<file path="src/lrc_ram.sv">
`default_nettype none
module lrc_ram #(
    parameter int WIDTH = 8,
    parameter int DEPTH = 64
) (
    input  wire logic                     aclk,
    input  wire logic                     we,
    input  wire logic [$clog2(DEPTH)-1:0] waddr,
    input  wire logic [WIDTH-1:0]         wdata,
    input  wire logic [$clog2(DEPTH)-1:0] raddr,
    output logic      [WIDTH-1:0]         rdata
);

    logic [WIDTH-1:0] mem [DEPTH];

    always_ff @(posedge aclk) begin
        if (we) begin
            mem[waddr] <= wdata;
        end
        rdata <= mem[raddr];
    end

endmodule
`default_nettype wire

</file>
<file path="config.mk">
export PLATFORM = sky130hd
export DESIGN_NAME = lrc_ram
export DESIGN_NICKNAME = d
export VERILOG_FILES = /design/src/lrc_ram.sv
export SDC_FILE = /design/constraint.sdc
export NUM_CORES = 1
export LEC_CHECK = 0
export ABC_AREA = 1
export BUFFER_PORTS_ARGS = -buffer_cell sky130_fd_sc_hd__clkbuf_2
export CAP_MARGIN = 25
export CORE_ASPECT_RATIO = 1.4
export CORE_MARGIN = 2
export CORE_UTILIZATION = 61
export CTS_BUF_LIST = sky130_fd_sc_hd__clkbuf_8
export CTS_CLUSTER_SIZE = 40
export DETAILED_ROUTE_END_ITERATION = 8
export PLACE_DENSITY = 0.78
export SYNTH_ARGS = -nofsm -noshare
export SYNTH_HDL_FRONTEND = slang
export SYNTH_SLANG_ARGS = --single-unit
</file>
<file path="constraint.sdc">
create_clock -name aclk -period 2.75 [get_ports aclk]
set_input_delay 0.55 -clock aclk [delete_from_list [all_inputs] [get_ports aclk]]
set_output_delay 0.55 -clock aclk [all_outputs]
set_load 0.005 [all_outputs]
</file>
### Yosys cells after proc, flatten, opt, wreduce, memory -nomap -nowiden

Memory sizes are Yosys's and may differ from the RTL's. A register that Yosys moved wholly into a read port is not among the register bits.
Index checks and enable logic that the tools add are counted.

* mux-type cells: 2

Operators with widths (number)
* $mux W1: 2

* register bits after elaboration: 0
* memories: 1
* bits in writable memories: 512
* output and inout bits: 8
* logic and storage cells: 3

Memories
* mem: words 64, width 8, rd ports 1, clocked after memory_dff 1, write ports 1, RTL line 14 `logic [WIDTH-1:0] mem [DEPTH];`

### Depth between registers and ports, before layout

* depth in word-level cells: 2
* gate-level depth with buffers: 12

### Least setup slack after synthesis

Ideal clock, no wire load.

* path type: input-to-reg
* start point: input we
* end point: memory mem[48][0] (enable)
* library setup time: 0.395 ns
* arrival time: 1.921 ns
* stages: 3
* slack: 0.434 ns
* cell sequence: clkbuf_1 > nand4_1 > nor4_1

* cells in the longest elaborated chain, start to end: 2

RTL lines
* start: declaration: RTL line 7 `input wire logic we,`
* $mux W1: RTL line 17 `if (we) begin`
* $mux W1 (implied by the code): RTL line 18 `mem[waddr] <= wdata;`
* end: declaration: RTL line 14

No other way between the ends.

### Final worst setup path

* start point: register rdata[7] (read register of mem)
* end point: output rdata[7]

RTL lines
* start: declaration: RTL line 11 `output logic [WIDTH-1:0] rdata`

No word-level cell between the ends.

==> results.py <==
metrics = {
    "clock_tree": {
        "cts_tree": "done",
        "cts_resized": 0,
        "clockBufferDepth": 3,
        "path_clk_slew_ns": 0.07,
        "cts_buffers": 71,
        "clock_sinks": 520,
        "postCtsHoldBufs": 0,
        "cts_root_buf": "clkbuf_8",
        "insertion_delay_ns": 0.64,
        "post_cts_buffers": 0,
        "cts_max_level": 3,
    },
    "synth": {
        "synthSimpleGateAreaFrac": 0.232,
        "syn_area_um2": 21300,
        "synth-compound-area-share": 0,
        "synth_fp_nets": 1827,
        "synth-xor-area-share": 0,
        "yosys_warnings": 0,
        "yosysSeqAreaShare": 0.728,
        "synth.avg_cell_area_um2": 11.8,
        "synthMuxAreaShare": 0,
        "synth_seq_cells": 520,
        "synthAdderAreaFrac": 0,
        "ys_types": 16,
        "synth_top_family_by_area": "simple AND/OR/NAND/NOR gates",
        "netlist_instances": 1805,
    },
    "drt": {
        "via_count": 14400,
        "wl_mm": 52.7,
        "ant_nets": 0,
        "drt_iter0_markers": 1958,
        "drc": 0,
        "drt-wirelength-per-cell_um": 21.9,
        "vias_per_cell": 5.97,
        "dr.pass1.iters": 6,
    },
    "grt": {
        "grt_usage": 0.295,
        "overflow": 0,
        "grt_pass1_vias": 14100,
        "antenna_found_initial": 1,
        "grt_pass1_wl_mm": 79.6,
        "grt_max_degree": 129,
    },
    "timing": {
        "worst_slack_ns": 0.939,
        "relSlewSlack": 0.338,
        "rsz0062_at_grt": "false",
        "holdWs_ns": 0.325,
        "finalHoldViolations": 0,
        "post-route-period-util": 0.659,
        "fin_skew_ns": 0.0251,
        "fin_crit_ns": 1.81,
        "setup_viol": 0,
        "fmax_mhz": 552,
        "final.setup.tns_ns": 0,
        "tightest_slew_ns": 0.994,
        "drv_slew": 0,
    },
    "flow_run": {
        "drv_cap": 0,
    },
    "power": {
        "power_density_nw_per_um2": 647,
        "switching_share": 0.232,
        "seqPwrFrac": 0.578,
        "clockPowerShare": 0.353,
        "pwr-share-comb": 0.069,
        "ir_drop_mv": 0.340,
        "intPower_mw": 11.7,
        "p_leak_nw": 8.73,
        "p_sw_mw": 3.53,
    },
    "placed_design": {
        "placed_cell_area_um2": 22200,
        "post-place-ws_ns": 0.524,
        "port_buffers": 29,
        "gp_congestion": 0.964,
        "hpwlAfterDp_mm": 32.4,
    },
    "floorplan": {
        "rows": 81,
        "start_util": 0.616,
        "dieHeight_um": 225,
        "dieWidth_um": 162,
        "fp.dieArea_um2": 36500,
        "pin_count": 30,
        "coreArea_um2": 34700,
    },
    "final_layout": {
        "drive_gt1_frac": 0.114,
        "n_antenna_cell": 0,
        "area_growth_pct": 10.2,
        "layout_common_cells": "648 x nand2_1, 512 x edfxtp_1, 439 x nand3_1, 90 x buf_4, 76 x clkbuf_8",
        "nNetsFinal": 1921,
        "layout_commonest_cell": "nand2_1",
        "fin_area_um2": 23500,
    },
    "setup_path": {
        "cpPeakStageDelay_ns": 0.46,
        "worstPathArrival_ns": 1.26,
        "r2r_start": "mem[12][5]",
        "path_cells": "clkbuf_2",
        "crit_buf_inv": 1,
        "crit_type": "reg2out",
        "crit_slowest_cell": "dfxtp_1",
        "worst-path-max-fanout": 1,
        "crit_required_ns": 2.20,
        "cp-end-kind": "output pin",
        "rrSetupSlack_ns": 1.43,
        "start_kind": "flop",
        "critical_path.top_delay_family": "flip-flops",
        "r2r-end": "rdata[5]",
        "ff2ff_path_depth": 8,
    },
    "min_path": {
        "hp-class": "in2reg",
        "min_from": "raddr[5]",
        "holdPathStages": 3,
        "min_to": "rdata[0]",
    },
    "status": {
        "status": "completed",
    },
}
==> worst max path at each step <==
stage              from         end  slack (ns)  depth (start not counted)
2_1_floorplan        we  mem[48][0]        0.43                          3
3_3_place_gp   waddr[0]  mem[20][6]        0.54                          6
3_5_place_dp   waddr[0]  mem[20][5]        0.52                          6
4_1_cts        rdata[7]    rdata[7]        0.94                          1
5_1_grt        rdata[7]    rdata[7]        0.94                          1
6_report       rdata[7]    rdata[7]        0.94                          1
==> synthesized netlist by cell type, drive strengths merged <==
master,instances,area [um^2]
nor2,56,210
edfxtp,512,15400
inv,12,50.1
nand2,648,2430
nand4,9,56.3
dfxtp,8,160
nand3,439,2200
nor4,8,50.1
buf,98,752
clkbuf,15,56.3
==> routing by layer <==
metal | share of wire | GRT usage
met2 | 0.49 | 0.487
met5 | 0.00027 | 0
met4 | 0.061 | 0.171
met1 | 0.35 | 0.363
met3 | 0.097 | 0.0633
==> state kept, by name, indices dropped and copies added (netlist names) <==
signal  count
mem       512
rdata       8
==> cell families (layout without fill, tap and decap cells) <==
family / Yosys count / in the layout
buffers and inverters: 125 / 272
flip-flops: 520 / 520
AND/OR/NAND/NOR: 1160 / 1160
==> stage by stage <==
step / utilization / power [mW] / cells
floorplan: - / 9.57 / 1805
global placement: 0.642 / 9.98 / 2282
detailed placement: 0.642 / 10.0 / 2282
CTS: 0.679 / 15.3 / 2408
global route: 0.679 / 15.7 / 2408
finish: 0.679 / 15.2 / 2408
==> tightest hold or removal path: stages <==
cell      delay, ns
clkbuf_2       0.19
nand3_1        0.12
nand2_1        0.04
==> power by group through the flow <==
stage,registers (mW),clock network [mW],logic [mW]
2_1_floorplan,8.96,0,0.616
5_1_grt,8.80,5.76,1.14
4_1_cts,8.80,5.43,1.03
3_3_place_gp,8.97,0,1.01
3_5_place_dp,8.97,0,1.03
6_report,8.80,5.37,1.05
==> area by class of cell <==
| cell class | instances | area, um^2 |
|---|---|---|
| sequential | 520 | 15500 |
| fill | 2412 | 11100 |
| multi-input combinational | 1160 | 4950 |
| timing repair buffer | 134 | 1140 |
| clock buffer | 76 | 1050 |
| tap | 456 | 571 |
| clock inverter | 50 | 233 |
| inverter | 12 | 52.6 |
Power figures use the tool's default switching activity.
